[config.mk]
export PLATFORM = sky130hd
export DESIGN_NAME = strict_der_signature_check
export DESIGN_NICKNAME = d
export VERILOG_FILES = /design/src/hdl/sdsc_pkg.sv /design/src/hdl/strict_der_signature_check.sv
export SDC_FILE = /design/constraint.sdc
export NUM_CORES = 1
export LEC_CHECK = 0
export CELL_PAD_IN_SITES_DETAIL_PLACEMENT = 2
export CELL_PAD_IN_SITES_GLOBAL_PLACEMENT = 2
export CORE_MARGIN = 2
export CORE_UTILIZATION = 30
export DETAILED_ROUTE_END_ITERATION = 10
export DONT_BUFFER_PORTS = 1
export GPL_ROUTABILITY_DRIVEN = 0
export GPL_TIMING_DRIVEN = 0
export PLACE_DENSITY_LB_ADDON = 0.1
export SLEW_MARGIN = 20
export SYNTH_ARGS = -nofsm -noshare
export SYNTH_HDL_FRONTEND = slang
export SYNTH_SLANG_ARGS = --single-unit
[constraint.sdc]
create_clock -name clk -period 11.2 [get_ports clk]
set_input_delay 1.12 -clock clk [delete_from_list [all_inputs] [get_ports clk]]
set_output_delay 1.12 -clock clk [all_outputs]
set_load 0.03 [all_outputs]
[src/hdl/sdsc_pkg.sv]
// Shared widths and DER tag constants for the strict DER signature checker.
package sdsc_pkg;

  // Channel widths
  localparam int unsigned BYTE_W     = 8;
  localparam int unsigned OUT_DATA_W = 8;
  localparam int unsigned POS_W      = 7;

  // DER codes and framing constants
  localparam logic [7:0]       SEQ_TAG        = 8'h30;
  localparam logic [7:0]       INT_TAG        = 8'h02;
  localparam int unsigned      SIGN_BIT_IDX   = 7;
  localparam logic [POS_W-1:0] POS_LIMIT      = 7'd127;
  localparam logic [7:0]       MIN_SIG_BYTES  = 8'd8;
  localparam logic [9:0]       FIXED_OVERHEAD = 10'd6;

endpackage

[src/hdl/strict_der_signature_check.sv]
// The verdict for a signature is registered and appears in the cycle after its end-marked byte is taken.
// Throughput: one byte per cycle unless stalled; each byte updates the length and flag registers in one pass.
// The input stalls only while a verdict is held and not yet taken on the output side.
// Reset (rst_n low, synchronous) clears the byte position, lengths, flags and output valid.
// All check state also clears after every verdict.
module strict_der_signature_check #(
  parameter int unsigned MAX_SIG_BYTES = 72
) (
  input  logic                            clk,
  input  logic                            rst_n,
  input  logic                            in_tvalid,
  output logic                            in_tready,
  input  logic [sdsc_pkg::BYTE_W-1:0]     in_tdata,   // [7:0] sig_byte
  input  logic                            in_tlast,   // end_of_signature
  output logic                            out_tvalid,
  input  logic                            out_tready,
  output logic [sdsc_pkg::OUT_DATA_W-1:0] out_tdata   // [0] strict_der_ok, [7:1] zero
);
  import sdsc_pkg::*;

  localparam logic [7:0] MaxTotal = 8'(MAX_SIG_BYTES);

  // Check state
  logic [POS_W-1:0] pos_r,      pos_nxt;
  logic [7:0]       decl_len_r, decl_len_nxt;
  logic [7:0]       r_len_r,    r_len_nxt;
  logic [7:0]       s_len_r,    s_len_nxt;
  logic             r_lz_r,     r_lz_nxt;
  logic             s_lz_r,     s_lz_nxt;
  logic             fail_r,     fail_nxt;

  // Result register
  logic             out_valid_r;
  logic             out_ok_r;

  logic             in_accept;
  logic [8:0]       pos9;
  logic [8:0]       s_tag;
  logic             b_neg;
  logic [7:0]       total;
  logic             verdict_ok;

  assign in_tready = !out_valid_r || out_tready;
  assign in_accept = in_tvalid && in_tready;
  assign pos9      = {2'b00, pos_r};
  assign s_tag     = 9'd4 + {1'b0, r_len_r};
  assign b_neg     = in_tdata[SIGN_BIT_IDX];
  assign total     = {1'b0, pos_r} + 8'd1;

  // Update field captures and sticky failure for the current byte
  always_comb begin
    decl_len_nxt = decl_len_r;
    r_len_nxt    = r_len_r;
    s_len_nxt    = s_len_r;
    r_lz_nxt     = r_lz_r;
    s_lz_nxt     = s_lz_r;
    fail_nxt     = fail_r;

    // Header and R integer by fixed position
    case (pos_r)
      7'd0: if (in_tdata != SEQ_TAG) fail_nxt = 1'b1;
      7'd1: decl_len_nxt = in_tdata;
      7'd2: if (in_tdata != INT_TAG) fail_nxt = 1'b1;
      7'd3: r_len_nxt = in_tdata;
      7'd4: begin
        if (b_neg) fail_nxt = 1'b1;
        r_lz_nxt = (in_tdata == 8'd0);
      end
      7'd5: if (r_len_r > 8'd1 && r_lz_r && !b_neg) fail_nxt = 1'b1;
      default: ;
    endcase

    // S integer, placed after R
    if (r_len_r != 8'd0 && pos_r >= 7'd5) begin
      if (pos9 == s_tag) begin
        if (in_tdata != INT_TAG) fail_nxt = 1'b1;
      end else if (pos9 == s_tag + 9'd1) begin
        s_len_nxt = in_tdata;
      end else if (pos9 == s_tag + 9'd2) begin
        if (b_neg) fail_nxt = 1'b1;
        s_lz_nxt = (in_tdata == 8'd0);
      end else if (pos9 == s_tag + 9'd3) begin
        if (s_len_r > 8'd1 && s_lz_r && !b_neg) fail_nxt = 1'b1;
      end
    end

    pos_nxt = (pos_r < POS_LIMIT) ? pos_r + 7'd1 : POS_LIMIT;
  end

  // Combine the sticky failure with the length rules against the final count
  always_comb begin
    verdict_ok = !fail_nxt;
    if (total < MIN_SIG_BYTES || total > MaxTotal) verdict_ok = 1'b0;
    if ({1'b0, decl_len_nxt} + 9'd2 != {1'b0, total}) verdict_ok = 1'b0;
    if (r_len_nxt == 8'd0 || {1'b0, r_len_nxt} + 9'd5 >= {1'b0, total}) verdict_ok = 1'b0;
    if (s_len_nxt == 8'd0) verdict_ok = 1'b0;
    if ({2'b00, r_len_nxt} + {2'b00, s_len_nxt} + FIXED_OVERHEAD != {2'b00, total})
      verdict_ok = 1'b0;
  end

  // Hold check state; clear it after each verdict
  always_ff @(posedge clk) begin
    if (!rst_n) begin
      pos_r      <= '0;
      decl_len_r <= '0;
      r_len_r    <= '0;
      s_len_r    <= '0;
      r_lz_r     <= 1'b0;
      s_lz_r     <= 1'b0;
      fail_r     <= 1'b0;
    end else if (in_accept) begin
      if (in_tlast) begin
        pos_r      <= '0;
        decl_len_r <= '0;
        r_len_r    <= '0;
        s_len_r    <= '0;
        r_lz_r     <= 1'b0;
        s_lz_r     <= 1'b0;
        fail_r     <= 1'b0;
      end else begin
        pos_r      <= pos_nxt;
        decl_len_r <= decl_len_nxt;
        r_len_r    <= r_len_nxt;
        s_len_r    <= s_len_nxt;
        r_lz_r     <= r_lz_nxt;
        s_lz_r     <= s_lz_nxt;
        fail_r     <= fail_nxt;
      end
    end
  end

  // Load the verdict; drop it once taken
  always_ff @(posedge clk) begin
    if (!rst_n) begin
      out_valid_r <= 1'b0;
    end else if (in_accept && in_tlast) begin
      out_valid_r <= 1'b1;
    end else if (out_tready) begin
      out_valid_r <= 1'b0;
    end
  end

  always_ff @(posedge clk) begin
    if (in_accept && in_tlast) begin
      out_ok_r <= verdict_ok;
    end
  end

  assign out_tvalid = out_valid_r;
  assign out_tdata  = {{(OUT_DATA_W-1){1'b0}}, out_ok_r};

endmodule

=== Yosys cells after proc, flatten, opt, wreduce, memory -nomap -nowiden ===
Index checks and enable logic that the tools add are counted.
Widths: inputs -> output; s select.

* Register bits: 36
* Output and inout port bits: 10
* Input bits: 13
* Word-level logic and storage cells: 99

* Equal/unequal tests: 15
* Order comparisons: 7
* Mux-type cells: 33
* Add/subtract/negate cells: 10
* Reductions and logical operators: 25

{| class="wikitable"
|+ Operator list
! cell !! number
|-
| $mux 8 || 8
|-
| $eq 7x9->1 || 4
|-
| $logic_not 8->1 || 3
|-
| $mux 1 || 22
|-
| $add 9x2->9 const B || 2
|-
| $gt 8x1->1 const B || 2
|-
| $eq 7x2->1 const B || 2
|-
| $eq 7x3->1 const B || 2
|-
| $mux 7 || 2
|-
| $add 9x3->10 const B || 1
|-
| $ne 10x8->1 || 1
|-
| $add 3x8->9 const A || 1
|-
| $add 8x2->9 const B || 1
|-
| $add 8x3->9 const B || 1
|-
| $add 8x8->9 || 1
|-
| $add 9x1->9 const B || 1
|-
| $ge 9x8->1 || 1
|-
| $ne 9x8->1 || 1
|-
| $add 7x1->8 const B || 1
|-
| $gt 8x7->1 const B || 1
|-
| $lt 8x4->1 const B || 1
|-
| $ne 8x2->1 const B || 1
|-
| $ne 8x6->1 const B || 1
|-
| $reduce_bool 2->1 || 4
|-
| other kinds (14) || 25
|}

=== Longest topological paths before layout ===
Gate-level depths: netlist of run 1.

* Depth in word-level cells: 12
* Depth in mapped cells: 23
* Mapped depth without buffers: 21

=== Worst setup path after synthesis of run 1 ===
No wires, ideal clock.

* Path kind: flip-flop to flip-flop
* Start point: register r_len_r[2]
* End point: register out_ok_r (data pin)
* Stages on the path, launching flop included: 21
* Arrival time: 5174 ps
* Library setup time: 134 ps
* Period minus slack after synthesis: 5307 ps
* Setup slack: 5893 ps
* Required time: 11066 ps
* Cell sequence: dfxtp_1 > clkbuf_1 > inv_1 > ha_1 > xor3_1 > o22ai_1 > nand4_1 > nor3_1 > nand3_1 > clkbuf_1 > mux2_2 > ha_1 > ha_1 > a21oi_1 > a21boi_0 > or4_1 > o211ai_1 > mux2_2 > or4_4 > nor4_2 > and4_1

* Cells in the longest elaborated chain, start to end: 12
* Elaborated cells between the ends (all ways): 37
* Those cells by class: add/sub (7); order compare (2); eq/ne (5); mux (14); reduce/logical (9)

{| class="wikitable"
|+ Ends and longest elaborated chain
! item !! line !! source
|-
| from (decl) || strict_der_signature_check.sv:26 || <nowiki>logic [7:0] r_len_r, r_len_nxt;</nowiki>
|-
| from (signal assigned) || strict_der_signature_check.sv:123 || <nowiki>r_len_r <= r_len_nxt;</nowiki>
|-
| branches (longest 12 deep; another with $add 9x3->10) || - ||
|-
| to (signal assigned) || strict_der_signature_check.sv:145 || <nowiki>out_ok_r <= verdict_ok;</nowiki>
|-
| to (decl) || strict_der_signature_check.sv:34 || <nowiki>logic out_ok_r;</nowiki>
|}

Several ways; the timed one is not identified.
A chain may end at the register's enable or synchronous reset.

=== Worst setup path after layout of run 1 ===
Ends and elaborated chain as after synthesis.

==> results.yml, run 1 <==
status:
  status: "finished, final reports clean"
clock_network:
  cts_root_buf: "clkbuf_16"
  cts.htree.levels: 2
  cts_tree: "yes"
  path_clk_slew_ns: 0.07
  cts_buffers: 5
  cts_sinks: 36
  clk-insertion-delay-late_ns: 0.29
  cts_hold_buf: 0
  post_cts_buffers: 0
  clockBufferDepth: 2
  cts.repair.resized: 0
logic_synthesis:
  synthSimpleGateAreaFrac: 0.256
  ys.flop_type: "dfxtp_1"
  synth_compound_area_frac: 0.205
  yosys.area_share.xor_xnor: 0.114
  synth_top_family_by_area: "simple AND/OR/NAND/NOR gates"
  synthAdderAreaFrac: 0.114
  ys_seq_area_frac: 0.168
  yosys_register_bits: 36
  async_reset_ff_frac: 0
  syn_inst: 554
  netlist_area_mm2: 0.00436
  yosysWarnings: 0
  synthMuxAreaShare: 0.0709
  synth_area_per_cell_um2: 7.87
  synth_edf_count: 1
  synth.distinct_cells: 71
grt:
  met2_usage: 0.399
  grt.overflow.total: 0
  grt_max_degree: 13
  antenna_found_initial: 0
  use_met1: 0.303
  grt_pass1_wl_um: 27500
  grtUsageTotal: 0.228
  grt_use_met3: 0.0232
  grt_pass1_vias: 4516
  busiest_layer: "met2"
sta:
  hold_violations: 0
  slew-limit-headroom: 0.464
  final.period_utilization: 0.609
  fin_tns_setup_ns: 0
  rsz0062_at_grt: "no"
  finalClockSkew_ns: 0.00992
  maxSlewViolCount: 0
  min_period_ns: 6.82
  setup_viol: 0
  max_freq_mhz: 147
  worst_pin_slew_ns: 0.781
final_layout:
  drive_above_1_share: 0.0863
  nNetsFinal: 619
  layout.cells.non_filler: 752
  area_growth_pct: 9.10
  antenna_cells: 0
floorplan:
  initial_core_util: 0.303
  die_w_um: 125
  dieArea_mm2: 0.0155
  rows: 44
  die_h_um: 125
  pin_count: 23
  coreArea_mm2: 0.0144
power_and_ir_drop:
  power.density_mw_per_mm2: 66.9
  p_leak_uw: 0.00189
  vdd_drop_max_uv: 57.0
drt:
  drc: 0
  drtIter0Drc: 167
  dr.pass1.iters: 4
  ant_nets: 0
  via_per_inst: 5.63
  vias: 4235
  wl_per_cell_um: 23.6
  drt_wl_total_um: 17700
critical_path:
  cp_common_cell: "ha_1"
  crit_arrival_ns: 6.96
  worst-path-max-fanout: 10
  end_kind: "register"
  worst_setup_path_start_kind: "register"
  cpMaxStageDelayCell: "or4_4"
  max_stage_delay_ns: 0.53
  crit_chain: "clkbuf_1 -> inv_1 -> ha_1 -> xor3_1 -> o22ai_1 -> nand4_1 -> nor3_1 -> nand3_1 -> clkbuf_1 -> mux2_2 -> ha_1 -> ha_1 -> a21oi_1 -> a21boi_0 -> o311ai_0 -> o211ai_1 -> mux2_2 -> or4_4 -> nor4_2 -> and4_1"
  crit_required_ns: 11.34
  path_class: "register to register"
job:
  maxCapViolCount: 0
hold_path:
  hp-class: "register to register"
placed_design:
  placed_cells: 744
  port_buffers: 0
  dp_hpwl_um: 14200
cell usage after synthesis (4+ instances only):
master / instances / area share
o211ai_1: 10 / 0.017
dfxtp_1: 35 / 0.16
inv_1: 23 / 0.020
buf_2: 4 / 0.0046
nor3b_1: 7 / 0.012
a31oi_1: 7 / 0.010
o21ai_0: 18 / 0.021
buf_4: 10 / 0.017
and3_1: 10 / 0.014
mux2i_1: 14 / 0.032
and2_1: 6 / 0.0086
clkbuf_1: 31 / 0.027
o22ai_1: 5 / 0.0072
xnor2_1: 32 / 0.064
nor2b_1: 30 / 0.043
nor4_1: 5 / 0.0072
o21a_1: 5 / 0.0086
ha_1: 38 / 0.11
mux2_2: 13 / 0.034
a211oi_1: 5 / 0.0086
and4_1: 4 / 0.0080
a22oi_1: 24 / 0.041
nand2_1: 33 / 0.028
xor2_1: 15 / 0.030
nand4_1: 8 / 0.011
nand3_1: 21 / 0.024
nor3_1: 13 / 0.015
a21oi_1: 18 / 0.021
nor2_1: 31 / 0.027
or3_1: 4 / 0.0057
nand2b_1: 10 / 0.014
report_power, final:
part           internal [uW]  switching [uW]  leakage [uW]
Combinational           14.1            29.3       0.00153
Sequential               130            1.70      0.000292
Clock                   82.2            61.1     0.0000736
Total                    226            92.1       0.00189
placed cells by master (no fill, tap or decap), types with 5 or more instances in the layout:
cell,synthesis,final
inv_1,23,23
nand2_1,33,33
ha_1,38,38
clkbuf_1,31,31
mux2_2,13,13
nor3_1,13,13
nand3_1,21,21
dfxtp_1,35,35
nor4_1,5,5
o21ai_0,18,18
xor2_1,15,15
a31oi_1,7,7
and3_1,10,10
a21oi_1,18,18
buf_4,10,10
a211oi_1,5,5
a22oi_1,24,24
nor2_1,31,31
and2_1,6,6
nor3b_1,7,7
xnor2_1,32,32
clkbuf_16,0,5
mux2i_1,14,14
o22ai_1,5,5
nand2b_1,10,10
conb_1,1,7
nand4_1,8,8
nor2b_1,30,30
o21a_1,5,5
o211ai_1,10,10
worst paths after layout:
path	from	end	slack (ns)	cells after the start
max	r_len_r[2]	out_ok_r	4.38	20
min	s_lz_r	s_lz_r	0.50	2
max reg2reg	r_len_r[2]	out_ok_r	4.38	20
min reg2reg	s_lz_r	s_lz_r	0.50	2
registers in the layout, summed over array words and instances, names as in the netlist:
register	cells
decl_len_r	8
r_len_r	8
s_len_r	8
pos_r	7
fail_r	1
out_ok_r	1
out_tvalid	1
r_lz_r	1
s_lz_r	1
logic make-up after synthesis:
logic type | Yosys count
multiplexers | 28
XOR/XNOR | 51
buffers and inverters | 70
adder cells (fa/ha/maj) | 39
other | 1
AO/OA/AOI/OAI | 128
flip-flops | 36
AND/OR/NAND/NOR | 201
cell type report:
type,count,area [um2]
plain buffers,47,226
clock inverters,3,18.8
multi-input cells,454,3340
inverters,23,86.3
clock buffers,5,125
flip-flops and latches,36,731
well taps,184,230
fillers,1661,9610
metal layers:
| layer | vias up | routed length, um |
|---|---|---|
| met1 | 2149 | 8470 |
| met5 | - | 0 |
| met3 | 15 | 256 |
| met4 | 0 | 283 |
| met2 | 37 | 8730 |
| li1 | 2034 | - |
worst max-delay path: cells and delay by family (launching register included):
| family | cells | cell delay (ns) |
|---|---|---|
| fa+ha+maj | 3 | 1.10 |
| compound gates | 5 | 1.22 |
| flops | 1 | 0.35 |
| buf+inv | 3 | 1.15 |
| xor+xnor | 1 | 0.43 |
| simple gates | 6 | 1.66 |
| mux | 2 | 0.73 |
per-stage QoR:
step | power, uW | hold WS, ns | util | setup slack (ns) | cell area (um2)
after floorplan | 165 | 0.457 | - | 5.89 | 4380
after global placement | 176 | 0.480 | 0.321 | 4.44 | 4610
after detailed placement | 178 | 0.501 | 0.321 | 4.34 | 4610
after CTS | 321 | 0.507 | 0.331 | 4.31 | 4750
after global routing | 331 | 0.522 | 0.331 | 3.93 | 4750
final | 318 | 0.501 | 0.331 | 4.38 | 4750
(Power assumes the default switching activity.)
==> run 2, diff against run 1 <==
clock period = 6.42 ns   (was 11.2 ns; I/O delays follow)
==> run 2 against run 1 <==
Net effect: clock power rose by 74%; first-iteration DRC count rose by 8.4%; power rose by 74%; sequential power rose by 74%; utilization rose by 0.34 points; routed wire length fell by 0.16%; worst hold slack improved by 0.0024 ns; die area did not move; count of clock-buffer cells in the layout did not move; fmax rose by 11%; largest power group unchanged; highest routed layer unchanged.
==> results.yml, run 2 (synthesis gave the netlist of run 1 again) <==
clock_network:
  cts_sinks: 36
  cts_root_buf: "clkbuf_16"
  cts_buffers: 5
  cts.htree.levels: 2
  cts_tree: "yes"
  path_clk_slew_ns: 0.07
  clockBufferDepth: 2
  clk-insertion-delay-late_ns: 0.29
final_layout:
  reg.largest.list: "decl_len_r (8), r_len_r (8), s_len_r (8)"
  area_growth_pct: 10.2
  nNetsFinal: 621
  layout.cells.non_filler: 754
  final_common_cell: "ha_1"
  final_cell_mix: "ha_1 (37), dfxtp_1 (35), nand2_1 (33)"
  antenna_cells: 0
  drive_above_1_share: 0.105
floorplan:
  die_w_um: 125
  initial_core_util: 0.303
  die_h_um: 125
  pin_count: 23
  rows: 44
  dieArea_mm2: 0.0155
  coreArea_mm2: 0.0144
critical_path:
  crit_required_ns: 6.56
  worstRegToRegCells: 20
  cpMaxStageDelayCell: "or4_4"
  crit_arrival_ns: 6.27
  path_class: "register to register"
  end_kind: "register"
  crit_chain: "buf_2 -> clkinvlp_4 -> ha_2 -> xor3_1 -> o22ai_1 -> nand4_1 -> nor3_2 -> nand3_2 -> clkbuf_4 -> mux2_2 -> ha_1 -> ha_1 -> a21oi_1 -> a21boi_0 -> or4_1 -> o211ai_1 -> mux2_2 -> or4_4 -> nor4_2 -> and4_1"
  max_stage_delay_ns: 0.53
  r2r_slack_ns: 0.29
  worst_setup_path_start_kind: "register"
  reg2reg_to: "out_ok_r"
  worst-path-max-fanout: 10
  r2r_start: "r_len_r[2]"
hold_path:
  min-delay-start: "s_lz_r"
  min_to: "s_lz_r"
  min_delay_path_depth: 2
  hp-class: "register to register"
drt:
  via_per_inst: 5.59
  wl_per_cell_um: 23.5
  drc: 0
  vias: 4216
  dr.pass1.iters: 4
  drt_wl_total_um: 17700
  ant_nets: 0
  drtIter0Drc: 181
grt:
  grtUsageTotal: 0.228
  antenna_found_initial: 0
  grt.overflow.total: 0
  grt_pass1_wl_um: 27500
  grt_pass1_vias: 4516
  grt_max_degree: 13
sta:
  fin_tns_setup_ns: 0
  finalClockSkew_ns: 0.00868
  hold_violations: 0
  final.period_utilization: 0.954
  slew-limit-headroom: 0.455
  holdWs_ns: 0.503
  max_freq_mhz: 163
  maxSlewViolCount: 0
  min_period_ns: 6.13
  setup_viol: 0
  worst_pin_slew_ns: 0.794
power_and_ir_drop:
  power.density_mw_per_mm2: 115
  vdd_drop_max_uv: 98.2
  p_leak_uw: 0.00192
placed_design:
  port_buffers: 0
  dp_hpwl_um: 14200
  placed_cells: 744
status:
  status: "finished, final reports clean"
job:
  maxCapViolCount: 0
==> run 2: how the worst max path moves through the flow <==
stage | to | startpoint | depth (start not counted) | slack, ns
after floorplan | out_ok_r | r_len_r[2] | 20 | 1.11
after global placement | out_ok_r | r_len_r[2] | 20 | -0.34
after detailed placement | out_ok_r | r_len_r[2] | 20 | -0.44
after CTS | out_ok_r | r_len_r[2] | 20 | 0.02
after global routing | out_ok_r | r_len_r[2] | 20 | -0.009
final | out_ok_r | r_len_r[2] | 20 | 0.29
==> run 2: per-layer routing <==
layer | share of wire | track usage | vias up
li1 | - | - | 2029
met1 | 0.48 | 0.303 | 2132
met2 | 0.49 | 0.399 | 38
met3 | 0.015 | 0.0232 | 17
met4 | 0.016 | 0.0529 | 0
met5 | 0 | 0 | -
==> run 2: power by group <==
group / switching [uW] / leakage, uW / total, uW / internal (uW)
Clock: 105 / 0.0000736 / 249 / 143
Combinational: 51.1 / 0.00156 / 75.8 / 24.7
Sequential: 2.91 / 0.000292 / 230 / 227
Total: 159 / 0.00192 / 554 / 395
==> run 2: repair_timing <==
item / in CTS / in global routing
hold buffers: 0 / 0
endpoints found under the setup margin: 1 / 1
setup buffers: 0 / 2
resized for setup: 5 / 7
gates cloned: 0 / 0
endpoints found under the hold margin: 0 / 0
==> run 2: final cells by class <==
cell class / count / area, um2
sequential: 36 / 731
tap: 184 / 230
clock inverter: 3 / 18.8
inverter: 23 / 90.1
fill: 1650 / 9570
multi-input combinational: 454 / 3360
buffer: 47 / 233
timing repair buffer: 2 / 15.0
clock buffer: 5 / 125
==> run 2: critical path, delay by kind of cell (launching register included) <==
kind	cells	cell delay [ns]
and+or+nand+nor	7	1.94
DFF	1	0.35
buffers and inverters	3	0.77
muxes	2	0.71
adders and majority gates	3	1.08
AOI/OAI and AO/OA	4	0.73
xor gates and xnor gates	1	0.37
==> run 2: per-stage QoR <==
step	instance area, um2	worst slack, ns	util	total power (uW)
after floorplan	4380	1.11	-	287
final	4800	0.292	0.334	554
after detailed placement	4610	-0.436	0.321	310
after global placement	4610	-0.345	0.321	307
after global routing	4800	-0.00862	0.334	577
after CTS	4760	0.0186	0.331	561
